$ cat config.mk
export PLATFORM = sky130hd
export DESIGN_NAME = articulated_inertia_projection
export DESIGN_NICKNAME = d
export VERILOG_FILES = /design/src/aip_pkg.sv /design/src/aip_datapath.sv /design/src/aip_ctrl.sv /design/src/articulated_inertia_projection.sv
export SDC_FILE = /design/constraint.sdc
export NUM_CORES = 2
export LEC_CHECK = 0
export BUFFER_PORTS_ARGS = -buffer_cell sky130_fd_sc_hd__buf_2
export CORE_MARGIN = 2
export CORE_UTILIZATION = 65
export CTS_CLUSTER_DIAMETER = 30
export CTS_CLUSTER_SIZE = 25
export DETAILED_ROUTE_END_ITERATION = 12
export PLACE_DENSITY = 0.91
export SYNTH_ARGS = -nofsm -noshare
export SYNTH_HDL_FRONTEND = slang
export SYNTH_SLANG_ARGS = --single-unit
$ cat constraint.sdc
create_clock -name aclk -period 15.2 [get_ports aclk]
set_input_delay 2.28 -clock aclk [delete_from_list [all_inputs] [get_ports aclk]]
set_output_delay 2.28 -clock aclk [all_outputs]
set_load 0.005 [all_outputs]
$ cat src/aip_pkg.sv
package aip_pkg;

    localparam int DATA_WIDTH     = 32;
    localparam int STORE_DEPTH    = 27;
    localparam int ADDR_WIDTH     = $clog2(STORE_DEPTH);
    localparam int ROTOR_WIDTH    = 31;
    localparam int CFG_DATA_WIDTH = 31;
    localparam int DIV_STEPS      = DATA_WIDTH;
    localparam int STEP_WIDTH     = $clog2(DIV_STEPS);

    // Selector code that addresses nothing, and the last valid row, column or matrix.
    localparam logic [1:0] SEL_INVALID = 2'd3;
    localparam logic [1:0] IDX_MAX     = 2'd2;
    localparam logic [1:0] AXIS_Z      = 2'd2;

    // Configuration register indexes.
    localparam logic REG_JOINT_AXIS    = 1'b0;
    localparam logic REG_ROTOR_INERTIA = 1'b1;

    typedef struct packed {
        logic [1:0]                     matrix_sel;
        logic [1:0]                     row_index;
        logic [1:0]                     col_index;
        logic signed [DATA_WIDTH-1:0]   element_value;
        logic                           load_last;
    } in_word_t;

    typedef struct packed {
        logic [1:0]                     out_matrix;
        logic [1:0]                     out_row;
        logic [1:0]                     out_col;
        logic signed [DATA_WIDTH-1:0]   out_value;
        logic                           divisor_zero;
        logic                           out_last;
    } out_word_t;

    typedef enum logic [3:0] {
        ST_IDLE,
        ST_RD_D,
        ST_CALC_D,
        ST_RD_A,
        ST_RD_B,
        ST_RD_M,
        ST_MUL,
        ST_DIV_INIT,
        ST_DIV,
        ST_OUT
    } ctl_state_t;

    typedef enum logic [1:0] {
        OPND_D,
        OPND_A,
        OPND_B,
        OPND_M
    } opnd_t;

    typedef struct packed {
        logic       load_en;
        opnd_t      rd_opnd;
        logic       cap_a;
        logic       cap_b;
        logic       mul_en;
        logic       calc_d;
        logic       div_init;
        logic       div_step;
        logic       out_load;
        logic       out_last;
        logic [1:0] mat;
        logic [1:0] row;
        logic [1:0] col;
    } dp_cmd_t;

    typedef struct packed {
        logic dzero;
        logic out_free;
    } dp_status_t;

endpackage

$ cat src/aip_datapath.sv
module aip_datapath (
    input  logic                              aclk,
    input  logic                              aresetn,
    input  logic                              cfg_wen,
    input  logic                              cfg_index,
    input  logic [aip_pkg::CFG_DATA_WIDTH-1:0] cfg_wdata,
    input  aip_pkg::in_word_t                 s_word,
    output aip_pkg::out_word_t                m_word,
    output logic                              m_valid,
    input  logic                              m_ready,
    input  aip_pkg::dp_cmd_t                  cmd,
    output aip_pkg::dp_status_t               status
);
    import aip_pkg::*;

    localparam logic [DATA_WIDTH-1:0] SIGN_BIT = {1'b1, {(DATA_WIDTH-1){1'b0}}};

    logic signed [DATA_WIDTH-1:0] store_mem [STORE_DEPTH];

    logic [1:0]                   joint_axis_reg, joint_axis_next;
    logic [ROTOR_WIDTH-1:0]       rotor_inertia_reg, rotor_inertia_next;
    logic signed [DATA_WIDTH-1:0] rdata_reg;
    logic signed [DATA_WIDTH-1:0] a_reg, a_next;
    logic signed [DATA_WIDTH-1:0] b_reg, b_next;
    logic signed [DATA_WIDTH-1:0] m_reg, m_next;
    logic [2*DATA_WIDTH-1:0]      prod_reg, prod_next;
    logic                         qneg_reg, qneg_next;
    logic [DATA_WIDTH-1:0]        dmag_reg, dmag_next;
    logic                         dneg_reg, dneg_next;
    logic [DATA_WIDTH-1:0]        rem_reg, rem_next;
    logic [DATA_WIDTH-1:0]        work_reg, work_next;
    logic                         ovf_reg, ovf_next;
    out_word_t                    out_reg, out_next;
    logic                         m_valid_reg, m_valid_next;

    logic [1:0]            axis;
    logic [ADDR_WIDTH-1:0] k5, i5, j5, mat5;
    logic [ADDR_WIDTH-1:0] raddr, waddr;
    logic                  wen;
    logic [DATA_WIDTH-1:0] mag_a, mag_b;
    logic [DATA_WIDTH-1:0] s_neg;
    logic [DATA_WIDTH:0]   shifted;
    logic                  step_ge;
    logic [DATA_WIDTH-1:0] biased, room, res_u;
    logic signed [DATA_WIDTH-1:0] res_val;

    // An axis code of three acts as the z axis.
    assign axis = (joint_axis_reg == SEL_INVALID) ? AXIS_Z : joint_axis_reg;
    assign k5   = ADDR_WIDTH'(axis);
    assign i5   = ADDR_WIDTH'(cmd.row);
    assign j5   = ADDR_WIDTH'(cmd.col);
    assign mat5 = ADDR_WIDTH'(cmd.mat);

    always_comb begin
        case (cmd.rd_opnd)
            OPND_D: raddr = ADDR_WIDTH'(18) + k5 * ADDR_WIDTH'(4);
            OPND_A: begin
                if (cmd.mat == 2'd0) begin
                    raddr = ADDR_WIDTH'(9) + k5 * ADDR_WIDTH'(3) + i5;
                end else begin
                    raddr = ADDR_WIDTH'(18) + i5 * ADDR_WIDTH'(3) + k5;
                end
            end
            OPND_B: begin
                if (cmd.mat == IDX_MAX) begin
                    raddr = ADDR_WIDTH'(18) + k5 * ADDR_WIDTH'(3) + j5;
                end else begin
                    raddr = ADDR_WIDTH'(9) + k5 * ADDR_WIDTH'(3) + j5;
                end
            end
            default: raddr = mat5 * ADDR_WIDTH'(9) + i5 * ADDR_WIDTH'(3) + j5;
        endcase
    end

    assign wen = cmd.load_en && (s_word.matrix_sel != SEL_INVALID)
                 && (s_word.row_index != SEL_INVALID) && (s_word.col_index != SEL_INVALID);
    assign waddr = ADDR_WIDTH'(s_word.matrix_sel) * ADDR_WIDTH'(9)
                 + ADDR_WIDTH'(s_word.row_index) * ADDR_WIDTH'(3)
                 + ADDR_WIDTH'(s_word.col_index);

    always_ff @(posedge aclk) begin
        if (wen) begin
            store_mem[waddr] <= s_word.element_value;
        end
        rdata_reg <= store_mem[raddr];
    end

    assign mag_a = a_reg[DATA_WIDTH-1] ? (~a_reg + 1'b1) : a_reg;
    assign mag_b = b_reg[DATA_WIDTH-1] ? (~b_reg + 1'b1) : b_reg;
    assign s_neg = ~rdata_reg + 1'b1;

    // One restoring step: the partial remainder stays below the divisor unless the quotient overflows.
    assign shifted = {rem_reg, work_reg[DATA_WIDTH-1]};
    assign step_ge = shifted >= {1'b0, dmag_reg};

    // Saturating subtract worked in offset binary, as the quotient is a magnitude.
    assign biased = m_reg ^ SIGN_BIT;
    assign room   = ~biased;

    always_comb begin
        if (!qneg_reg) begin
            res_u = (ovf_reg || (work_reg > biased)) ? '0 : biased - work_reg;
        end else begin
            res_u = (ovf_reg || (work_reg > room)) ? '1 : biased + work_reg;
        end
        res_val = (dmag_reg == '0) ? m_reg : (res_u ^ SIGN_BIT);
    end

    always_comb begin
        joint_axis_next    = joint_axis_reg;
        rotor_inertia_next = rotor_inertia_reg;
        if (cfg_wen) begin
            case (cfg_index)
                REG_JOINT_AXIS:    joint_axis_next = cfg_wdata[1:0];
                REG_ROTOR_INERTIA: rotor_inertia_next = cfg_wdata[ROTOR_WIDTH-1:0];
                default:           joint_axis_next = joint_axis_reg;
            endcase
        end

        a_next    = cmd.cap_a ? rdata_reg : a_reg;
        b_next    = cmd.cap_b ? rdata_reg : b_reg;
        m_next    = cmd.mul_en ? rdata_reg : m_reg;
        prod_next = cmd.mul_en ? (2*DATA_WIDTH)'(mag_a) * (2*DATA_WIDTH)'(mag_b) : prod_reg;
        qneg_next = cmd.mul_en ? (a_reg[DATA_WIDTH-1] ^ b_reg[DATA_WIDTH-1] ^ dneg_reg)
                               : qneg_reg;

        dmag_next = dmag_reg;
        dneg_next = dneg_reg;
        if (cmd.calc_d) begin
            if (!rdata_reg[DATA_WIDTH-1]) begin
                dneg_next = 1'b0;
                dmag_next = rdata_reg + DATA_WIDTH'(rotor_inertia_reg);
            end else begin
                dneg_next = DATA_WIDTH'(rotor_inertia_reg) < s_neg;
                dmag_next = dneg_next ? s_neg - DATA_WIDTH'(rotor_inertia_reg)
                                      : DATA_WIDTH'(rotor_inertia_reg) - s_neg;
            end
        end

        rem_next  = rem_reg;
        work_next = work_reg;
        ovf_next  = ovf_reg;
        if (cmd.div_init) begin
            rem_next  = prod_reg[2*DATA_WIDTH-1:DATA_WIDTH];
            work_next = prod_reg[DATA_WIDTH-1:0];
            // A quotient that needs more than one word saturates either way.
            ovf_next  = prod_reg[2*DATA_WIDTH-1:DATA_WIDTH] >= dmag_reg;
        end else if (cmd.div_step) begin
            rem_next  = step_ge ? DATA_WIDTH'(shifted - {1'b0, dmag_reg})
                                : shifted[DATA_WIDTH-1:0];
            work_next = {work_reg[DATA_WIDTH-2:0], step_ge};
        end

        out_next     = out_reg;
        m_valid_next = m_valid_reg;
        if (cmd.out_load) begin
            out_next.out_matrix   = cmd.mat;
            out_next.out_row      = cmd.row;
            out_next.out_col      = cmd.col;
            out_next.out_value    = res_val;
            out_next.divisor_zero = (dmag_reg == '0);
            out_next.out_last     = cmd.out_last;
            m_valid_next          = 1'b1;
        end else if (m_ready) begin
            m_valid_next = 1'b0;
        end
    end

    always_ff @(posedge aclk) begin
        if (!aresetn) begin
            joint_axis_reg    <= AXIS_Z;
            rotor_inertia_reg <= '0;
            m_valid_reg       <= 1'b0;
        end else begin
            joint_axis_reg    <= joint_axis_next;
            rotor_inertia_reg <= rotor_inertia_next;
            m_valid_reg       <= m_valid_next;
        end
    end

    always_ff @(posedge aclk) begin
        a_reg    <= a_next;
        b_reg    <= b_next;
        m_reg    <= m_next;
        prod_reg <= prod_next;
        qneg_reg <= qneg_next;
        dmag_reg <= dmag_next;
        dneg_reg <= dneg_next;
        rem_reg  <= rem_next;
        work_reg <= work_next;
        ovf_reg  <= ovf_next;
        out_reg  <= out_next;
    end

    assign m_word          = out_reg;
    assign m_valid         = m_valid_reg;
    assign status.dzero    = (dmag_reg == '0);
    assign status.out_free = !m_valid_reg || m_ready;

endmodule

$ cat src/aip_ctrl.sv
module aip_ctrl (
    input  logic                aclk,
    input  logic                aresetn,
    input  logic                s_valid,
    output logic                s_ready,
    input  logic                load_last,
    output aip_pkg::dp_cmd_t    cmd,
    input  aip_pkg::dp_status_t status
);
    import aip_pkg::*;

    ctl_state_t            state_reg, state_next;
    logic [1:0]            mat_reg, mat_next;
    logic [1:0]            row_reg, row_next;
    logic [1:0]            col_reg, col_next;
    logic [STEP_WIDTH-1:0] step_reg, step_next;
    logic                  last_elem;

    assign last_elem = (mat_reg == IDX_MAX) && (row_reg == IDX_MAX) && (col_reg == IDX_MAX);

    always_comb begin
        state_next = state_reg;
        mat_next   = mat_reg;
        row_next   = row_reg;
        col_next   = col_reg;
        step_next  = step_reg;
        s_ready    = 1'b0;
        cmd        = '0;
        cmd.rd_opnd = OPND_M;
        cmd.mat    = mat_reg;
        cmd.row    = row_reg;
        cmd.col    = col_reg;

        case (state_reg)
            ST_IDLE: begin
                s_ready = 1'b1;
                if (s_valid) begin
                    cmd.load_en = 1'b1;
                    if (load_last) begin
                        mat_next   = '0;
                        row_next   = '0;
                        col_next   = '0;
                        state_next = ST_RD_D;
                    end
                end
            end
            ST_RD_D: begin
                cmd.rd_opnd = OPND_D;
                state_next  = ST_CALC_D;
            end
            ST_CALC_D: begin
                cmd.calc_d = 1'b1;
                state_next = ST_RD_A;
            end
            ST_RD_A: begin
                cmd.rd_opnd = OPND_A;
                state_next  = ST_RD_B;
            end
            ST_RD_B: begin
                cmd.rd_opnd = OPND_B;
                cmd.cap_a   = 1'b1;
                state_next  = ST_RD_M;
            end
            ST_RD_M: begin
                cmd.rd_opnd = OPND_M;
                cmd.cap_b   = 1'b1;
                state_next  = ST_MUL;
            end
            ST_MUL: begin
                cmd.mul_en = 1'b1;
                state_next = status.dzero ? ST_OUT : ST_DIV_INIT;
            end
            ST_DIV_INIT: begin
                cmd.div_init = 1'b1;
                step_next    = '0;
                state_next   = ST_DIV;
            end
            ST_DIV: begin
                cmd.div_step = 1'b1;
                step_next    = step_reg + 1'b1;
                if (step_reg == STEP_WIDTH'(DIV_STEPS - 1)) begin
                    state_next = ST_OUT;
                end
            end
            ST_OUT: begin
                if (status.out_free) begin
                    cmd.out_load = 1'b1;
                    cmd.out_last = last_elem;
                    if (col_reg == IDX_MAX) begin
                        col_next = '0;
                        if (row_reg == IDX_MAX) begin
                            row_next = '0;
                            mat_next = (mat_reg == IDX_MAX) ? 2'd0 : mat_reg + 1'b1;
                        end else begin
                            row_next = row_reg + 1'b1;
                        end
                    end else begin
                        col_next = col_reg + 1'b1;
                    end
                    state_next = last_elem ? ST_IDLE : ST_RD_A;
                end
            end
            default: state_next = ST_IDLE;
        endcase
    end

    always_ff @(posedge aclk) begin
        if (!aresetn) begin
            state_reg <= ST_IDLE;
            mat_reg   <= '0;
            row_reg   <= '0;
            col_reg   <= '0;
            step_reg  <= '0;
        end else begin
            state_reg <= state_next;
            mat_reg   <= mat_next;
            row_reg   <= row_next;
            col_reg   <= col_next;
            step_reg  <= step_next;
        end
    end

endmodule

$ cat src/articulated_inertia_projection.sv
// Loads are accepted while idle; a load without the last flag produces nothing.
// After the last load the divisor is formed; then each result takes operand reads and a
// multiply, a load of the divider, the divider steps and a step to register the word,
// the divider being skipped with a zero divisor; a word waits while the output is full.
// The next load is taken as soon as the 27th word sits in the output register.
// Reset (synchronous, active low) clears control state and restores axis z, zero rotor.
module articulated_inertia_projection (
    input  logic                               aclk,
    input  logic                               aresetn,
    input  logic                               cfg_wen,
    input  logic                               cfg_index,
    input  logic [aip_pkg::CFG_DATA_WIDTH-1:0] cfg_wdata,
    input  logic                               s_valid,
    output logic                               s_ready,
    input  aip_pkg::in_word_t                  s_word,
    output logic                               m_valid,
    input  logic                               m_ready,
    output aip_pkg::out_word_t                 m_word
);
    import aip_pkg::*;

    dp_cmd_t    cmd;
    dp_status_t status;

    aip_ctrl u_ctrl (
        .aclk      (aclk),
        .aresetn   (aresetn),
        .s_valid   (s_valid),
        .s_ready   (s_ready),
        .load_last (s_word.load_last),
        .cmd       (cmd),
        .status    (status)
    );

    aip_datapath u_datapath (
        .aclk      (aclk),
        .aresetn   (aresetn),
        .cfg_wen   (cfg_wen),
        .cfg_index (cfg_index),
        .cfg_wdata (cfg_wdata),
        .s_word    (s_word),
        .m_word    (m_word),
        .m_valid   (m_valid),
        .m_ready   (m_ready),
        .cmd       (cmd),
        .status    (status)
    );

endmodule
After elaboration in Yosys (flattened, before gate mapping)
Memory sizes are Yosys's and may differ from the RTL's. A register that Yosys moved wholly into a read port is not among the register bits.
Cells that the tools add are included.

word-level totals
  register bits after elaboration = 348
  memory bits (writable) = 864
  output and inout port bits = 42
  logic and storage cells = 174
  memories = 1

memory list
  name                  words  width  rd ports  clocked after memory_dff  write ports  line                source
  u_datapath.store_mem  27     32     1         1                         1            aip_datapath.sv:18  logic signed [DATA_WIDTH-1:0] store_mem [STORE_DEPTH];

cells by class
  add/sub/neg operators = 25
  $mul = 6
  order comparisons = 5
  eq/ne operators = 25
  multiplexer cells = 55
  bitwise gates (word level) = 9
  reduce and logical (&&, ||, !) cells = 24

operator list
  cell                                                                    number
  32-bit 2-to-1 mux                                                       13
  32-bit inverter                                                         4
  32-bit by 1-bit adder with 32-bit output (second input constant)        3
  32-bit > comparator                                                     2
  32-bit by 32-bit multiplier with 64-bit output                          1
  32-bit subtractor                                                       2
  4-bit case mux with 10 select lines                                     1
  33-bit by 32-bit greater-or-equal comparator with 1-bit output          1
  32-bit by 31-bit adder with 32-bit output                               1
  32-bit adder                                                            1
  32-bit greater-or-equal comparator                                      1
  32-bit logical NOT                                                      1
  31-bit by 32-bit less-than comparator with 1-bit output                 1
  31-bit by 32-bit subtractor with 32-bit output                          1
  32-bit by 31-bit subtractor with 32-bit output                          1
  5-bit by 2-bit adder with 5-bit output                                  6
  2-bit 2-to-1 mux                                                        15
  4-bit 2-to-1 mux                                                        5
  4-bit by 3-bit equality test with 1-bit output (second input constant)  4
  5-bit case mux with 3 select lines                                      1
  1-bit 2-to-1 mux                                                        13
  2-bit by 2-bit multiplier with 4-bit output (second input constant)     3
  2-bit != test (second input constant)                                   6
  2-bit case mux with 2 select lines                                      3
  30 further kinds                                                        59

Longest topological paths before layout
  word-level depth = 8
  gate-level depth with buffers = 40
  depth with buffers taken out = 36

Modules after synthesis
Synthesis repeated with hierarchy kept, for this count alone.

second synthesis, totals
  cells, all modules = 9168
  area total of the unflattened synthesis = 93375.8 um2

by module, submodules not included
  module        times used  cells each  area each (um2)  seq. area each (um2)
  aip_datapath  1           9052        92424.9          36244.8
  aip_ctrl      1           116         950.9            300.3

Least setup slack after synthesis
Ideal clock, no wire load.

  path type = reg2reg
  start = register u_datapath.a_reg[0]
  end = register u_datapath.prod_reg[63] (data pin)
  library setup time = 0.260 ns
  arrival time = 10.462 ns
  slack = 4.478 ns
  stages on the path, launching flop included = 40
  buffers on the path = 4
  clock period less this slack = 10.722 ns
  cell sequence = edfxtp_1 clkbuf_1 inv_1 clkbuf_1 ha_1 nand2b_1 or3_1 or3_1 or3_1 nand2b_1 or3_4 inv_1 a21boi_0 xor2_1 clkbuf_1 nand2_1 fa_1 inv_1 (+4 left out) inv_1 fa_1 fa_1 fa_1 inv_1 fa_1 inv_1 ha_1 clkbuf_1 o21a_1 a2111oi_0 o31a_1 o21ai_0 a32o_1 a221oi_1 nor2_1 o21a_1 xnor2_1

between the ends
  word-level cells in the longest chain between the ends = 4

ends and longest elaborated chain
  what                                              line                 source
  start, declared                                   aip_datapath.sv:23   logic signed [DATA_WIDTH-1:0] a_reg, a_next;
  start signal, assigned                            aip_datapath.sv:182  a_reg <= a_next;
  32-bit inverter                                   aip_datapath.sv:88   assign mag_a = a_reg[DATA_WIDTH-1] ? (~a_reg + 1'b1) : a_reg;
  32-bit by 1-bit adder with 32-bit output          aip_datapath.sv:88
  32-bit 2-to-1 mux *                               aip_datapath.sv:88
  32-bit by 32-bit multiplier with 64-bit output *  aip_datapath.sv:123  prod_next = cmd.mul_en ? (2*DATA_WIDTH)'(mag_a) * (2*DATA_WIDTH)'(mag_b) : prod_reg;
  end signal, assigned                              aip_datapath.sv:185  prod_reg <= prod_next;
  end, declared                                     aip_datapath.sv:26   logic [2*DATA_WIDTH-1:0] prod_reg, prod_next;

Every way passes the cells marked *; elsewhere a longest branch is shown, timed or not.
A chain may end at the register's enable or synchronous reset.

Worst setup path in the final report
  start = register u_datapath.b_reg[0]
  end = register u_datapath.prod_reg[61] (data pin)

between the ends
  word-level cells in the longest chain between the ends = 4

ends and longest elaborated chain
  what                                              line                 source
  start, declared                                   aip_datapath.sv:24   logic signed [DATA_WIDTH-1:0] b_reg, b_next;
  start signal, assigned                            aip_datapath.sv:183  b_reg <= b_next;
  32-bit inverter                                   aip_datapath.sv:89   assign mag_b = b_reg[DATA_WIDTH-1] ? (~b_reg + 1'b1) : b_reg;
  32-bit by 1-bit adder with 32-bit output          aip_datapath.sv:89
  32-bit 2-to-1 mux *                               aip_datapath.sv:89
  32-bit by 32-bit multiplier with 64-bit output *  aip_datapath.sv:123

Marked as above.

==> metrics.md <==
| Metric | Value |
|---|---|
| Status | completed |
| Synthesis warning total | 0 |
| Leakage power | roughly 44 nW |
| Fraction of layout instances using a drive strength above 1 | around 8.3% |
| CTS buffer count | 191 |
| Final Max Tran Viols | 0 |
| Overall Power | between 0.015 and 0.02 W |
| Area enclosed by the die boundary | 0.1473 mm2 |
| Share of the synthesized area in compound gates (AO/OA/AOI/OAI) | 10.44% |
| Max-cap violations | 0 |
| Largest fanout of any net on the critical path | 22 |
| Via count | approximately 77k |
| Clk_lat worst skew | 0.88 ns |
| Die Ht | between 300 and 400 um |
| Number of global-route vias before repair | between 70k and 80k |
| Std cell rows | between 100 and 150 |
| Launching point of the worst reg2reg path | u_datapath.b_reg[0] |
| Area inside the core boundary | approximately 0.14 mm2 |
| Highest cell delay on the worst timing path | roughly 0.93 ns |
| Flip-flop and latch count after synthesis | approximately 1.2k |
| DRT antenna net count | 0 |
| Signed area change from the synthesized netlist to the final layout | 10.93% |
| Post-layout instance area | 0.1040 mm2 |
| CTS sink cnt | around 1.2k |
| Die X | roughly 380 um |
| Largest buffer count on any clock path | 3 |
| DRT iter0 DRCs | 11.24k |
| Antenna violations before repair | 27 |
| Port Buffers | approximately 120 |
| Total of hold buffers inserted after clock tree synthesis | 0 |
| Cell accounting for the most synthesized area | sky130_fd_sc_hd__edfxtp_1 |
| Fraction of the mapped netlist area in adder cells | between 20% and 30% |
| Cells resized by post-CTS repair | 0 |
| HP Class | reg2reg |
| Capture point of the worst reg-to-reg path | u_datapath.prod_reg[61] |
| Gate count of the mapped netlist | around 9.3k |
| Post-synthesis simple-gate area fraction | 14.53% |
| Clock tree from TritonCTS | yes |
| Power per cell area | roughly 150 mW/mm2 |
| Crit Path Class | reg2reg |
| Worst reg-to-reg setup slack | roughly 2.2 ns |
| Share of the synthesized area in the top cell type | between 30% and 40% |
| Period minus WS final | 12.98 ns |
| Startpoint type of the worst setup path | flip-flop |
| Slowest cell on the critical path | sky130_fd_sc_hd__xor2_2 |
| Sum Neg Setup Slack | 0 ns |
| Required time at the endpoint of the critical path | between 15 and 20 ns |
| Pin count of the biggest net entering global routing | approximately 160 |
| I/O pin cnt | about 120 |
| Wirelength, routed | around 310 mm |
| Worst vdd ir | between 0.3 and 0.4 mV |
| Number of nets in the layout | 10.79k |
| Placed Instances | between 10k and 15k |
| Setup Fix Bufs, Post-CTS | 0 |
| Global-route wire length before repair | 467.3 mm |
| Largest cells by area after synthesis | sky130_fd_sc_hd__edfxtp_1 (37%), sky130_fd_sc_hd__fa_1 (19%), sky130_fd_sc_hd__ha_1 (6.9%), sky130_fd_sc_hd__nand2_1 (6.5%), sky130_fd_sc_hd__inv_1 (4.4%) |
| Detailed placer's ending HPWL | 201.0 mm |
| Main combinational cell family by area after synthesis | adder cells |
| RSZ-0062 raised after global routing | false |
| Leading cell types in the layout, fill and taps excluded | sky130_fd_sc_hd__nand2_1 (1615), sky130_fd_sc_hd__edfxtp_1 (1163), sky130_fd_sc_hd__inv_1 (1104) |
| Ys flop type | sky130_fd_sc_hd__edfxtp_1 |
| Post-synth EDFFs | about 1.2k |
| Area of the mapped netlist | 0.09377 mm2 |
| Placement-stage cell area | just under 0.1 mm2 |
| Transition time at the pin with the least slew margin | 1.424 ns |
| Number of standard cells in the final layout excluding fillers | between 10k and 15k |
| Dominant cell type by count on the critical path | sky130_fd_sc_hd__fa_1 |
| Final global-route overflow total | 0 |
| Root Driver | sky130_fd_sc_hd__clkbuf_16 |
| Number of vias per cell | ~6.7 |
| Synthesized-area fraction occupied by xor and xnor cells | roughly 2.9% |
| DRC errors left | 0 |
| Yosys cell types | 91 |
| FF-to-FF path depth | 33 |
| Number of levels the H-tree was split into | 4 |
| Hold Fails Final Rpt | 0 |
| Max frequency | a little under 0.08 GHz |
| Initial Util | 65.35% |
| Mean instance size in the synthesized netlist | about 10 um2 |
| Post-detailed-route wirelength per cell | around 28 um |
| Aggregate global-route resource usage | a little over two fifths |
| Number of flip-flops in the largest register | 864 |
| Worst-case headroom to the max-slew limit | ~4.6% |
| Setup skew after layout | 0.1032 ns |
| Startpoint of the most critical setup path | u_datapath.b_reg[0] |
| Crit. End Element | flip-flop |
| Arrival time worst endpoint | 13.49 ns |
| Synthesized net count | about 11k |
| Multiplexer share of the synthesized area | 0.3616% |
| Number of iterations in the first detailed-routing pass | 10 |
| Capture point of the critical path | u_datapath.prod_reg[61] |
| Sequential share of the synthesized area | between 30% and 40% |
| Number of setup violations in the final report | 0 |
| Crit share post-route | between 80% and 90% |
| Post-synthesis async set-or-reset flop share | 0% |
| Post-CTS clock slew at the launch and capture registers of the worst setup and hold paths | roughly 0.050 ns |
| Placer's final routability congestion estimate | 1.054 |
| Most common cell after layout, fill and taps aside | sky130_fd_sc_hd__nand2_1 |
## power breakdown
part	total [W]	internal, W	switching, W
Sequential	0.00418	0.00405	0.000123
Combinational	0.00659	0.00221	0.00438
Clock	0.00464	0.00283	0.00181
## cells by family after synthesis
logic type / after synthesis
AND/OR/NAND/NOR: 3197
buffers and inverters: 1595
AO/OA/AOI/OAI: 1466
adder cells (fa/ha/maj): 1431
flip-flops: 1244
XOR/XNOR: 305
multiplexers: 33
## cell type report
cell class,instances,area (um2)
fillers,8987,39460
clock inverters,142,1916
repair buffers,307,2053
well taps,1903,2381
flip-flops and latches,1244,36550
diodes,14,35.03
clock buffers,220,4969
inverters,1111,4172
multi-input cells,6432,51950
## metrics by stage
step	hold slack [ns]	util, %	setup WS, ns
after global routing	0.4987	72.48	1.859
after CTS	0.4535	72.47	2.495
after floorplan	0.4147	-	4.478
final	0.4570	72.50	2.222
after detailed placement	0.4459	67.67	2.663
after global placement	0.4285	67.66	2.843
## worst max-delay path, delay by kind of cell (launching register included)
family | cells | cell delay (ns)
xor+xnor | 2 | 1.04
flops | 1 | 0.83
buf+inv | 3 | 0.67
compound gates | 7 | 2.18
fa+ha+maj | 10 | 4.62
simple gates | 11 | 3.34
## Yosys cell counts, drive strengths merged (24+ instances only)
| master | count |
|---|---|
| o211ai | 24 |
| clkbuf | 435 |
| nor4 | 29 |
| o21ai | 230 |
| and3 | 121 |
| a21boi | 53 |
| buf | 49 |
| inv | 1108 |
| xor2 | 127 |
| edfxtp | 1163 |
| and2 | 29 |
| nand3 | 252 |
| dfxtp | 81 |
| nand2b | 55 |
| a311oi | 138 |
| nand2 | 1615 |
| mux2i | 26 |
| fa | 911 |
| xnor2 | 178 |
| ha | 520 |
| or3 | 24 |
| a31oi | 120 |
| a21oi | 383 |
| o21a | 35 |
| nor2 | 841 |
| nand4 | 43 |
| a21o | 145 |
| o31ai | 35 |
| o21bai | 55 |
| a211oi | 96 |
| nor3 | 54 |
| nor2b | 48 |
## routing by layer
| metal | routed length, um | part of all wire (%) | global-route usage, % | vias to the layer above |
|---|---|---|---|---|
| met1 | 99750 | 32 | 50.67 | 36730 |
| met4 | 29940 | 9.6 | 31.92 | 24 |
| met3 | 43070 | 14 | 12.35 | 1896 |
| met2 | 139900 | 45 | 65.63 | 6746 |
| met5 | 172 | 0.055 | 0 | - |
| li1 | - | - | - | 31200 |
## worst min-delay path by stage
stage                             from                  to  slack [ns]  depth (start not counted)
finish              u_ctrl.step_reg[3]  u_ctrl.step_reg[3]        0.46                          1
global route        u_ctrl.step_reg[3]  u_ctrl.step_reg[3]        0.50                          1
CTS                 u_ctrl.step_reg[3]  u_ctrl.step_reg[3]        0.45                          1
detailed placement  u_ctrl.step_reg[3]  u_ctrl.step_reg[3]        0.45                          1
global placement    u_ctrl.step_reg[3]  u_ctrl.step_reg[3]        0.43                          1
floorplan           u_ctrl.step_reg[3]  u_ctrl.step_reg[3]        0.41                          1
No activity file was read; power rests on OpenSTA's default activity.
